<file path="src/rtl/core/clt_pkg.sv">
package clt_pkg;

   // Byte codes the tokenizer looks at
   localparam logic [7:0] CHR_TAB    = 8'h09;
   localparam logic [7:0] CHR_LF     = 8'h0A;
   localparam logic [7:0] CHR_CR     = 8'h0D;
   localparam logic [7:0] CHR_SPACE  = 8'h20;
   localparam logic [7:0] CHR_QUOTE  = 8'h22;
   localparam logic [7:0] CHR_DOLLAR = 8'h24;
   localparam logic [7:0] CHR_BSLASH = 8'h5C;
   localparam logic [7:0] CHR_N      = 8'h6E;
   localparam logic [7:0] CHR_R      = 8'h72;
   localparam logic [7:0] CHR_T      = 8'h74;

   // Register reset values
   localparam logic [7:0] WORD_BUFFER_LEN_RESET = 8'd25;
   localparam logic [7:0] MAX_ARGS_RESET        = 8'd16;

   // Depth of the queue between classifier and sequencer
   localparam int QUEUE_DEPTH = 4;

   // Register indexes on the csr port
   localparam logic [7:0] CSR_WORD_BUFFER_LEN = 8'd0;
   localparam logic [7:0] CSR_MAX_ARGS        = 8'd1;

   typedef enum logic [2:0] {
      ERR_NONE       = 3'd0,
      ERR_ESCAPE     = 3'd1,
      ERR_WORD_LONG  = 3'd2,
      ERR_OPEN_QUOTE = 3'd3,
      ERR_TOO_MANY   = 3'd4
   } err_type;

   typedef enum logic [1:0] {
      CLS_OTHER  = 2'd0,
      CLS_QUOTE  = 2'd1,
      CLS_BSLASH = 2'd2,
      CLS_BLANK  = 2'd3
   } class_type;

   // One classified byte as it waits in the queue
   typedef struct packed {
      logic [7:0] ch;
      logic       eol;
      class_type  cls;
      logic [7:0] esc_char;
      logic       esc_ok;
   } tok_type;

endpackage

</file>
<file path="src/rtl/core/clt_front.sv">
module clt_front (
   input  logic             req_tvalid,
   output logic             req_tready,
   input  logic [7:0]       req_tdata,
   input  logic             req_tlast,
   output logic             push_valid,
   input  logic             push_ready,
   output clt_pkg::tok_type push_tok
);
   import clt_pkg::*;

   logic [7:0] ch;

   assign ch = req_tdata;

   // Classify the byte and decode it as if it followed a backslash
   always_comb begin
      push_tok.ch  = ch;
      push_tok.eol = req_tlast;

      if (ch == CHR_QUOTE) begin
         push_tok.cls = CLS_QUOTE;
      end else if (ch == CHR_BSLASH) begin
         push_tok.cls = CLS_BSLASH;
      end else if (ch == CHR_SPACE || (ch >= CHR_TAB && ch <= CHR_CR)) begin
         push_tok.cls = CLS_BLANK;
      end else begin
         push_tok.cls = CLS_OTHER;
      end

      push_tok.esc_ok = 1'b1;
      unique case (ch) inside
         CHR_N:   push_tok.esc_char = CHR_LF;
         CHR_R:   push_tok.esc_char = CHR_CR;
         CHR_T:   push_tok.esc_char = CHR_TAB;
         CHR_QUOTE, CHR_BSLASH, CHR_SPACE, CHR_DOLLAR: push_tok.esc_char = ch;
         default: begin
            push_tok.esc_char = ch;
            push_tok.esc_ok   = 1'b0;
         end
      endcase
   end

   assign push_valid = req_tvalid;
   assign req_tready = push_ready;

endmodule

</file>
<file path="src/rtl/core/clt_queue.sv">
module clt_queue #(
   parameter int DEPTH = clt_pkg::QUEUE_DEPTH
) (
   input  logic             clock,
   input  logic             reset,
   input  logic             push_valid,
   output logic             push_ready,
   input  clt_pkg::tok_type push_tok,
   output logic             pop_valid,
   input  logic             pop_ready,
   output clt_pkg::tok_type pop_tok
);
   import clt_pkg::*;

   localparam int PTR_W = (DEPTH > 1) ? $clog2(DEPTH) : 1;
   localparam int CNT_W = $clog2(DEPTH + 1);
   localparam logic [PTR_W-1:0] LAST_PTR = PTR_W'(DEPTH - 1);
   localparam logic [CNT_W-1:0] FULL_CNT = CNT_W'(DEPTH);

   tok_type          mem [DEPTH];
   logic [PTR_W-1:0] wr_ptr_ff, wr_ptr_in;
   logic [PTR_W-1:0] rd_ptr_ff, rd_ptr_in;
   logic [CNT_W-1:0] count_ff, count_in;
   logic             push;
   logic             pop;

   assign push_ready = (count_ff != FULL_CNT);
   assign pop_valid  = (count_ff != '0);
   assign push       = push_valid && push_ready;
   assign pop        = pop_valid && pop_ready;
   assign pop_tok    = mem[rd_ptr_ff];

   // Advance pointers with wrap at the queue depth
   always_comb begin
      wr_ptr_in = wr_ptr_ff;
      rd_ptr_in = rd_ptr_ff;
      count_in  = count_ff;
      if (push) begin
         wr_ptr_in = (wr_ptr_ff == LAST_PTR) ? '0 : wr_ptr_ff + 1'b1;
      end
      if (pop) begin
         rd_ptr_in = (rd_ptr_ff == LAST_PTR) ? '0 : rd_ptr_ff + 1'b1;
      end
      if (push && !pop) begin
         count_in = count_ff + 1'b1;
      end else if (pop && !push) begin
         count_in = count_ff - 1'b1;
      end
   end

   always_ff @(posedge clock) begin
      if (reset) begin
         wr_ptr_ff <= '0;
         rd_ptr_ff <= '0;
         count_ff  <= '0;
      end else begin
         wr_ptr_ff <= wr_ptr_in;
         rd_ptr_ff <= rd_ptr_in;
         count_ff  <= count_in;
      end
   end

   // Store the incoming word
   always_ff @(posedge clock) begin
      if (push) begin
         mem[wr_ptr_ff] <= push_tok;
      end
   end

endmodule

</file>
<file path="src/rtl/core/clt_back.sv">
module clt_back (
   input  logic             clock,
   input  logic             reset,
   input  logic             csr_valid,
   output logic             csr_ready,
   input  logic [7:0]       csr_index,
   input  logic [7:0]       csr_data,
   input  logic             pop_valid,
   output logic             pop_ready,
   input  clt_pkg::tok_type pop_tok,
   output logic             rsp_tvalid,
   input  logic             rsp_tready,
   output logic [39:0]      rsp_tdata,
   output logic [1:0]       rsp_tuser,
   output logic             rsp_tlast
);
   import clt_pkg::*;

   // Configuration registers
   logic [7:0] word_buffer_len_ff;
   logic [7:0] max_args_ff;

   // Line state
   logic       quoting_ff, quoting_in;
   logic       escape_pending_ff, escape_pending_in;
   logic       inside_word_ff, inside_word_in;
   logic [7:0] word_length_ff, word_length_in;
   logic [7:0] words_done_ff, words_done_in;
   logic       discarding_ff, discarding_in;

   // Output register
   logic       rsp_valid_ff, rsp_valid_in;
   logic [7:0] out_char_ff, out_char_in;
   logic       char_valid_ff, char_valid_in;
   logic       word_done_ff, word_done_in;
   logic       line_done_ff, line_done_in;
   logic [7:0] word_index_ff, word_index_in;
   logic [7:0] arg_count_ff, arg_count_in;
   err_type    error_code_ff, error_code_in;
   logic [7:0] bad_escape_ff, bad_escape_in;

   logic       pop;

   assign csr_ready = 1'b1;
   assign pop_ready = !rsp_valid_ff || rsp_tready;
   assign pop       = pop_valid && pop_ready;

   // Write configuration registers; unknown indexes are dropped
   always_ff @(posedge clock) begin
      if (reset) begin
         word_buffer_len_ff <= WORD_BUFFER_LEN_RESET;
         max_args_ff        <= MAX_ARGS_RESET;
      end else if (csr_valid) begin
         if (csr_index == CSR_WORD_BUFFER_LEN) begin
            word_buffer_len_ff <= csr_data;
         end else if (csr_index == CSR_MAX_ARGS) begin
            max_args_ff <= csr_data;
         end
      end
   end

   // Apply one classified byte to the line state
   always_comb begin
      logic       failed;
      err_type    err;
      logic [7:0] bad;
      logic       have_char;
      logic [7:0] dc;
      logic       word_end;
      logic       esc_n;
      logic       quote_n;
      logic       inside_n;
      logic [8:0] wd_plus;

      quoting_in        = quoting_ff;
      escape_pending_in = escape_pending_ff;
      inside_word_in    = inside_word_ff;
      word_length_in    = word_length_ff;
      words_done_in     = words_done_ff;
      discarding_in     = discarding_ff;

      rsp_valid_in  = rsp_valid_ff && !rsp_tready;
      out_char_in   = out_char_ff;
      char_valid_in = char_valid_ff;
      word_done_in  = word_done_ff;
      line_done_in  = line_done_ff;
      word_index_in = word_index_ff;
      arg_count_in  = arg_count_ff;
      error_code_in = error_code_ff;
      bad_escape_in = bad_escape_ff;

      failed    = 1'b0;
      err       = ERR_NONE;
      bad       = '0;
      have_char = 1'b0;
      dc        = pop_tok.ch;
      word_end  = 1'b0;
      esc_n     = escape_pending_ff;
      quote_n   = quoting_ff;
      inside_n  = inside_word_ff;
      wd_plus   = {1'b0, words_done_ff} + 9'd1;

      if (pop && discarding_ff) begin
         // Drop bytes up to and including the end of the failed line
         if (pop_tok.eol) begin
            discarding_in     = 1'b0;
            quoting_in        = 1'b0;
            escape_pending_in = 1'b0;
            inside_word_in    = 1'b0;
            word_length_in    = '0;
            words_done_in     = '0;
         end
      end else if (pop) begin
         if (escape_pending_ff) begin
            esc_n = 1'b0;
            if (!pop_tok.esc_ok) begin
               failed = 1'b1;
               err    = ERR_ESCAPE;
               bad    = pop_tok.ch;
            end else begin
               have_char = 1'b1;
               dc        = pop_tok.esc_char;
            end
         end else begin
            unique case (pop_tok.cls)
               CLS_QUOTE: begin
                  quote_n  = !quoting_ff;
                  inside_n = 1'b1;
               end
               CLS_BSLASH: begin
                  esc_n    = 1'b1;
                  inside_n = 1'b1;
               end
               CLS_BLANK: begin
                  if (quoting_ff) begin
                     have_char = 1'b1;
                  end else begin
                     word_end = inside_word_ff;
                  end
               end
               CLS_OTHER: have_char = 1'b1;
            endcase
         end

         // Length check on a word byte
         if (!failed && have_char) begin
            inside_n = 1'b1;
            if ({1'b0, word_length_ff} + 9'd1 >= {1'b0, word_buffer_len_ff}) begin
               failed = 1'b1;
               err    = ERR_WORD_LONG;
            end
         end

         // Line end checks in priority order
         if (!failed && pop_tok.eol) begin
            if (esc_n) begin
               failed = 1'b1;
               err    = ERR_ESCAPE;
            end else if (quote_n) begin
               failed = 1'b1;
               err    = ERR_OPEN_QUOTE;
            end else if (inside_n) begin
               word_end = 1'b1;
            end
         end

         if (!failed && word_end && wd_plus >= {1'b0, max_args_ff}) begin
            failed = 1'b1;
            err    = ERR_TOO_MANY;
         end

         // Build the result and the next state
         if (failed) begin
            rsp_valid_in      = 1'b1;
            out_char_in       = '0;
            char_valid_in     = 1'b0;
            word_done_in      = 1'b0;
            line_done_in      = 1'b1;
            word_index_in     = words_done_ff;
            arg_count_in      = words_done_ff;
            error_code_in     = err;
            bad_escape_in     = bad;
            quoting_in        = 1'b0;
            escape_pending_in = 1'b0;
            inside_word_in    = 1'b0;
            word_length_in    = '0;
            words_done_in     = '0;
            discarding_in     = !pop_tok.eol;
         end else begin
            quoting_in        = quote_n;
            escape_pending_in = esc_n;
            inside_word_in    = inside_n;
            word_length_in    = have_char ? word_length_ff + 8'd1 : word_length_ff;
            error_code_in     = ERR_NONE;
            bad_escape_in     = '0;
            word_index_in     = words_done_ff;
            out_char_in       = have_char ? dc : 8'd0;
            char_valid_in     = have_char;
            line_done_in      = pop_tok.eol;
            if (word_end) begin
               rsp_valid_in   = 1'b1;
               word_done_in   = 1'b1;
               arg_count_in   = wd_plus[7:0];
               words_done_in  = wd_plus[7:0];
               inside_word_in = 1'b0;
               word_length_in = '0;
            end else begin
               rsp_valid_in = have_char || pop_tok.eol;
               word_done_in = 1'b0;
               arg_count_in = words_done_ff;
            end
            if (pop_tok.eol) begin
               quoting_in        = 1'b0;
               escape_pending_in = 1'b0;
               inside_word_in    = 1'b0;
               word_length_in    = '0;
               words_done_in     = '0;
            end
         end
      end
   end

   always_ff @(posedge clock) begin
      if (reset) begin
         quoting_ff        <= 1'b0;
         escape_pending_ff <= 1'b0;
         inside_word_ff    <= 1'b0;
         word_length_ff    <= '0;
         words_done_ff     <= '0;
         discarding_ff     <= 1'b0;
         rsp_valid_ff      <= 1'b0;
      end else begin
         quoting_ff        <= quoting_in;
         escape_pending_ff <= escape_pending_in;
         inside_word_ff    <= inside_word_in;
         word_length_ff    <= word_length_in;
         words_done_ff     <= words_done_in;
         discarding_ff     <= discarding_in;
         rsp_valid_ff      <= rsp_valid_in;
      end
   end

   // Hold result payload
   always_ff @(posedge clock) begin
      out_char_ff   <= out_char_in;
      char_valid_ff <= char_valid_in;
      word_done_ff  <= word_done_in;
      line_done_ff  <= line_done_in;
      word_index_ff <= word_index_in;
      arg_count_ff  <= arg_count_in;
      error_code_ff <= error_code_in;
      bad_escape_ff <= bad_escape_in;
   end

   assign rsp_tvalid = rsp_valid_ff;
   assign rsp_tlast  = line_done_ff;
   assign rsp_tuser  = {word_done_ff, char_valid_ff};
   assign rsp_tdata  = {5'd0, bad_escape_ff, error_code_ff, arg_count_ff,
                        word_index_ff, out_char_ff};

endmodule

</file>
<file path="src/rtl/core/command_line_tokenizer.sv">
// Command line tokenizer: splits a byte stream into shell-style words.
// req channel: one command line byte per word in tdata, tlast on the last
// byte of the line. rsp channel: at most one result per byte, carrying the
// decoded character, word and line end marks, counts and an error code.
// csr channel: register 0 is the word buffer length, register 1 the argument
// limit; write only while the block is idle. csr_ready is always high.
// A byte is classified on entry and waits in a small queue (QUEUE_DEPTH
// entries); the line sequencer takes one byte per cycle from the queue
// into a single result register. Throughput is one byte per cycle, also
// while a result waits, as long as rsp_tready stays high.
// A byte accepted on req is written into the queue, and its result is
// registered in the result register once the sequencer pops it.
// When the receiver stalls, the result register holds, the queue fills and
// req_tready drops once QUEUE_DEPTH bytes are waiting.
// Reset (synchronous) empties the queue, clears the line state and loads
// the register reset values 25 and 16. After an error, bytes are dropped
// without result up to and including the end of that line.
module command_line_tokenizer #(
   parameter int QUEUE_DEPTH = clt_pkg::QUEUE_DEPTH
) (
   input  logic        clock,
   input  logic        reset,
   input  logic        req_tvalid,
   output logic        req_tready,
   input  logic [7:0]  req_tdata,   // [7:0] ch
   input  logic        req_tlast,
   output logic        rsp_tvalid,
   input  logic        rsp_tready,
   // [7:0] out_char, [15:8] word_index, [23:16] arg_count,
   // [26:24] error_code, [34:27] bad_escape, [39:35] zero
   output logic [39:0] rsp_tdata,
   output logic [1:0]  rsp_tuser,   // [0] char_valid, [1] word_done
   output logic        rsp_tlast,
   input  logic        csr_valid,
   output logic        csr_ready,
   input  logic [7:0]  csr_index,
   input  logic [7:0]  csr_data
);
   import clt_pkg::*;

   logic    push_valid;
   logic    push_ready;
   tok_type push_tok;
   logic    pop_valid;
   logic    pop_ready;
   tok_type pop_tok;

   clt_front u_front (
      .req_tvalid (req_tvalid),
      .req_tready (req_tready),
      .req_tdata  (req_tdata),
      .req_tlast  (req_tlast),
      .push_valid (push_valid),
      .push_ready (push_ready),
      .push_tok   (push_tok)
   );

   clt_queue #(
      .DEPTH (QUEUE_DEPTH)
   ) u_queue (
      .clock      (clock),
      .reset      (reset),
      .push_valid (push_valid),
      .push_ready (push_ready),
      .push_tok   (push_tok),
      .pop_valid  (pop_valid),
      .pop_ready  (pop_ready),
      .pop_tok    (pop_tok)
   );

   clt_back u_back (
      .clock      (clock),
      .reset      (reset),
      .csr_valid  (csr_valid),
      .csr_ready  (csr_ready),
      .csr_index  (csr_index),
      .csr_data   (csr_data),
      .pop_valid  (pop_valid),
      .pop_ready  (pop_ready),
      .pop_tok    (pop_tok),
      .rsp_tvalid (rsp_tvalid),
      .rsp_tready (rsp_tready),
      .rsp_tdata  (rsp_tdata),
      .rsp_tuser  (rsp_tuser),
      .rsp_tlast  (rsp_tlast)
   );

   // Every error result closes the line
   assert property (@(posedge clock) disable iff (reset)
      rsp_tvalid && (rsp_tdata[26:24] != ERR_NONE) |-> rsp_tlast)
      else $error("error result without line end");

   // A decoded character never comes with an error
   assert property (@(posedge clock) disable iff (reset)
      rsp_tvalid && rsp_tuser[0] |-> (rsp_tdata[26:24] == ERR_NONE))
      else $error("character result carries an error");

   // A finished word raises the count to one past its index
   assert property (@(posedge clock) disable iff (reset)
      rsp_tvalid && rsp_tuser[1] |-> (rsp_tdata[23:16] == rsp_tdata[15:8] + 8'd1))
      else $error("word end with inconsistent argument count");

endmodule
</file>
<file path="config.mk">
export PLATFORM = sky130hd
export DESIGN_NAME = command_line_tokenizer
export DESIGN_NICKNAME = d
export VERILOG_FILES = /design/src/rtl/core/clt_pkg.sv /design/src/rtl/core/clt_front.sv /design/src/rtl/core/clt_queue.sv /design/src/rtl/core/clt_back.sv /design/src/rtl/core/command_line_tokenizer.sv
export SDC_FILE = /design/constraint.sdc
export NUM_CORES = 1
export LEC_CHECK = 0
export ABC_AREA = 1
export BUFFER_PORTS_ARGS = -buffer_cell sky130_fd_sc_hd__buf_2
export CAP_MARGIN = 15
export CORE_MARGIN = 2
export CORE_UTILIZATION = 35
export CTS_BUF_LIST = sky130_fd_sc_hd__clkbuf_8 sky130_fd_sc_hd__clkbuf_16
export DETAILED_ROUTE_END_ITERATION = 10
export MAX_ROUTING_LAYER = met4
export RECOVER_POWER = 25
export SLEW_MARGIN = 20
export SYNTH_ARGS = -nofsm -noshare
export SYNTH_HDL_FRONTEND = slang
export SYNTH_SLANG_ARGS = --single-unit
export TNS_END_PERCENT = 30
</file>
<file path="constraint.sdc">
create_clock -name clock -period 10.7 [get_ports clock]
set_clock_uncertainty 0.2 [all_clocks]
set_input_delay 1.07 -clock clock [delete_from_list [all_inputs] [get_ports clock]]
set_output_delay 1.07 -clock clock [all_outputs]
set_load 0.01 [all_outputs]
</file>
==> impl_metrics.env <==
export IMPL_status="finished clean"
export IMPL_worstPathArrival_ns=4.13
export IMPL_num_nets_final=880
export IMPL_cts_setup_buffers=0
export IMPL_fin_crit_sh_pct=37.3
export IMPL_numCtsBuffers=17
export IMPL_clkTransAtPathRegs_ns=0.06
export IMPL_start_kind="register"
export IMPL_worst_slew_pin_transition_ns=1.39
export IMPL_cp_end_kind="register"
export IMPL_grt_pass1_wl_mm=25.3
export IMPL_ys_types=47
export IMPL_whs_ns=0.267
export IMPL_grt_pass1_vias=4974
export IMPL_cp_max_fo=30
export IMPL_yosysMostFrequentCell="nand2_1"
export IMPL_cts_sinks=164
export IMPL_gp_congestion=0.774
export IMPL_synth_common_cells="nand2_1 (140), edfxtp_1 (118), inv_1 (90), nor2_1 (80), a21oi_1 (55)"
export IMPL_layout_drive_gt1_share_pct=15.2
export IMPL_io_buffers=69
export IMPL_rsz0062_at_grt="no"
export IMPL_tritoncts="done"
export IMPL_synth_async_sr_flop_share_pct=0
export IMPL_p_per_area_nw_per_um2=287
export IMPL_postCtsHoldBufs=0
export IMPL_ys_warn_count=0
export IMPL_fmax_ghz=0.250
export IMPL_rows=53
export IMPL_hold_start="u_back.max_args_ff[2]$_SDFFE_PP0P_"
export IMPL_path_delay_family="simple AND/OR/NAND/NOR gates"
export IMPL_cts_resized_gates=0
export IMPL_finalCriticalPeriod_ns=3.99
export IMPL_die_x_um=152
export IMPL_wl_mm=15.7
export IMPL_coreArea_um2=21200
export IMPL_clockBufferDepth=2
export IMPL_synth_seq_area_share_pct=58.6
export IMPL_critPathMaxStageDelay_ns=0.59
export IMPL_drv_cap=0
export IMPL_netlist_area_um2=7620
export IMPL_synth_area_per_cell_um2=10.1
export IMPL_yosys_area_top_type="edfxtp_1"
export IMPL_synth_edf_count=118
export IMPL_crit_path_frequent_cell="nand2_4"
export IMPL_place_area_um2=8180
export IMPL_place_hpwl_mm=10.6
export IMPL_peakVddDrop_uv=114
export IMPL_dpl_cell_count=1076
export IMPL_slew_limit_headroom_pct=7.33
export IMPL_crit_buf_inv=2
export IMPL_grt_overflow_total=0
export IMPL_antenna_found_initial=0
export IMPL_synthToLayoutAreaGrowth_pct=15.0
export IMPL_setup_worst_path_class="register to register"
export IMPL_die_area_um2=23000
export IMPL_drt_first_iter_violations=314
export IMPL_syn_inst=756
export IMPL_synth_area_leaders="edfxtp_1 (47%), dfxtp_1 (12%), nand2_1 (6.9%)"
export IMPL_total_leakage_power_nw=3.53
export IMPL_slew_viol_final=0
export IMPL_critPathSlowestCell="dfxtp_1"
export IMPL_die_h_um=152
export IMPL_min_delay_path_class="register to register"
export IMPL_h_tree_depth=4
export IMPL_viasPerCell=4.78
export IMPL_insertedDiodeCount=0
export IMPL_grt_usage_pct=14.8
export IMPL_setup_viol=0
export IMPL_synth_top_area_share_pct=46.5
export IMPL_vias=5303
export IMPL_clock_latency_ns=0.43
export IMPL_grt_max_degree=42
export IMPL_critPathRequiredTime_ns=10.84
export IMPL_fin_tns_setup_ns=0
export IMPL_ys_ff_latch=164
export IMPL_post_route_drc_count=0
export IMPL_routedWlPerCell_um=14.1
export IMPL_synth_main_ff_cell="edfxtp_1"
export IMPL_finalInstanceArea_um2=8760
export IMPL_power_w=0.00251
export IMPL_ant_nets=0
export IMPL_final_hold_viol_count=0
export IMPL_initial_utilization_pct=35.9
export IMPL_drt_pass1_iter_count=5
export IMPL_layout_cells_non_filler=1109
export IMPL_path_cells="inv_1 -> a32oi_1 -> inv_1 -> ha_1 -> nor2_1 -> nand2_1 -> nand2_2 -> nand2_2 -> nand3_2 -> nand2_4 -> nand2_4 -> nand2_4 -> nor2_2 -> nand3_1 -> a21oi_1"
export IMPL_io_pins=76
export IMPL_cts_root_buf="clkbuf_16"
[report_power, final]
part           total [W]  switching (W)  internal [W]
combinational   0.000986       0.000681      0.000305
sequential      0.000927      0.0000563      0.000871
clock           0.000601       0.000255      0.000345
total            0.00251       0.000993       0.00152
[worst register-to-register path: stages, from the launching register on]
cell	delay, ns
dfxtp_1	0.59
inv_1	0.56
a32oi_1	0.50
inv_1	0.12
ha_1	0.32
nor2_1	0.10
nand2_1	0.08
nand2_2	0.12
nand2_2	0.10
nand3_2	0.10
nand2_4	0.15
nand2_4	0.13
nand2_4	0.15
nor2_2	0.41
nand3_1	0.13
a21oi_1	0.15
[metal layers]
| layer | vias up | wire (um) | GRT usage [%] | part of all wire, % |
|---|---|---|---|---|
| met4 | 0 | 245 | 4.81 | 1.6 |
| met3 | 21 | 589 | 3.59 | 3.8 |
| met1 | 2481 | 7940 | 20.2 | 51 |
| li1 | 2688 | - | - | - |
| met2 | 113 | 6910 | 21.7 | 44 |
| met5 | - | 0 | - | 0 |
[cells by family (layout without fill, tap and decap cells)]
group           after synthesis  after routing  synth area share [%]
compound gates              150            150                  12.1
xor+xnor                     12             12                  1.48
fa+ha+maj                    29             29                  4.86
buf+inv                     127            201                  7.16
flops                       164            164                  58.6
other cells                   2              6                0.0986
simple gates                272            272                  15.7
[state kept, by name, indices dropped and copies added, names as in the netlist, 2 cells and up, named ones only]
| signal | count |
|---|---|
| u_back.bad_escape_ff | 8 |
| u_queue.mem | 80 |
| u_queue.count_ff | 3 |
| u_back.error_code_ff | 3 |
| u_back.max_args_ff | 8 |
| u_back.arg_count_ff | 8 |
| u_back.words_done_ff | 8 |
| u_back.word_index_ff | 8 |
| u_queue.wr_ptr_ff | 2 |
| u_queue.rd_ptr_ff | 2 |
| u_back.out_char_ff | 8 |
| u_back.word_buffer_len_ff | 8 |
| u_back.word_length_ff | 8 |
[stage by stage]
| step | setup slack [ns] | util (%) |
|---|---|---|
| global route | 6.32 | 41.3 |
| floorplan | 6.35 | - |
| global placement | 6.66 | 38.5 |
| finish | 6.71 | 41.3 |
| detailed placement | 6.59 | 38.5 |
| CTS | 6.70 | 41.3 |
[cells in the final DEF (no fill, tap or decap), types with 3 or more instances in the layout]
cell	instances
buf_2	59
o22ai_1	8
nand2_2	5
a211oi_1	6
inv_1	92
nor3_1	6
inv_2	3
edfxtp_1	118
nor2_1	79
dfxtp_1	46
a211oi_2	8
a32o_1	8
nand4_1	5
nand2_1	140
ha_1	28
a21oi_1	55
nand3_1	14
a31oi_1	3
inv_6	4
nor4_1	3
clkbuf_1	13
clkbuf_16	17
xor2_1	10
o21ai_1	4
nand2_4	5
conb_1	6
clkinvlp_4	4
o21ai_0	47
nand3_2	6
[path summary, 6_finish.rpt]
kind,to,cells past startpoint,slack [ns]
setup / recovery,u_back.inside_word_ff$_SDFFE_PP0P_,15,6.71
hold / removal,u_back.max_args_ff[2]$_SDFFE_PP0P_,2,0.27
setup reg to reg,u_back.inside_word_ff$_SDFFE_PP0P_,15,6.71
hold reg to reg,u_back.max_args_ff[2]$_SDFFE_PP0P_,2,0.27
[layout make-up]
class	instances	area (um^2)
clock buffer	17	425
clock inverter	15	156
fill	2068	12500
inverter	94	355
multi-input combinational	469	2630
sequential	164	4460
tap	275	344
timing repair buffer	75	387
(Power assumes the default switching activity.)
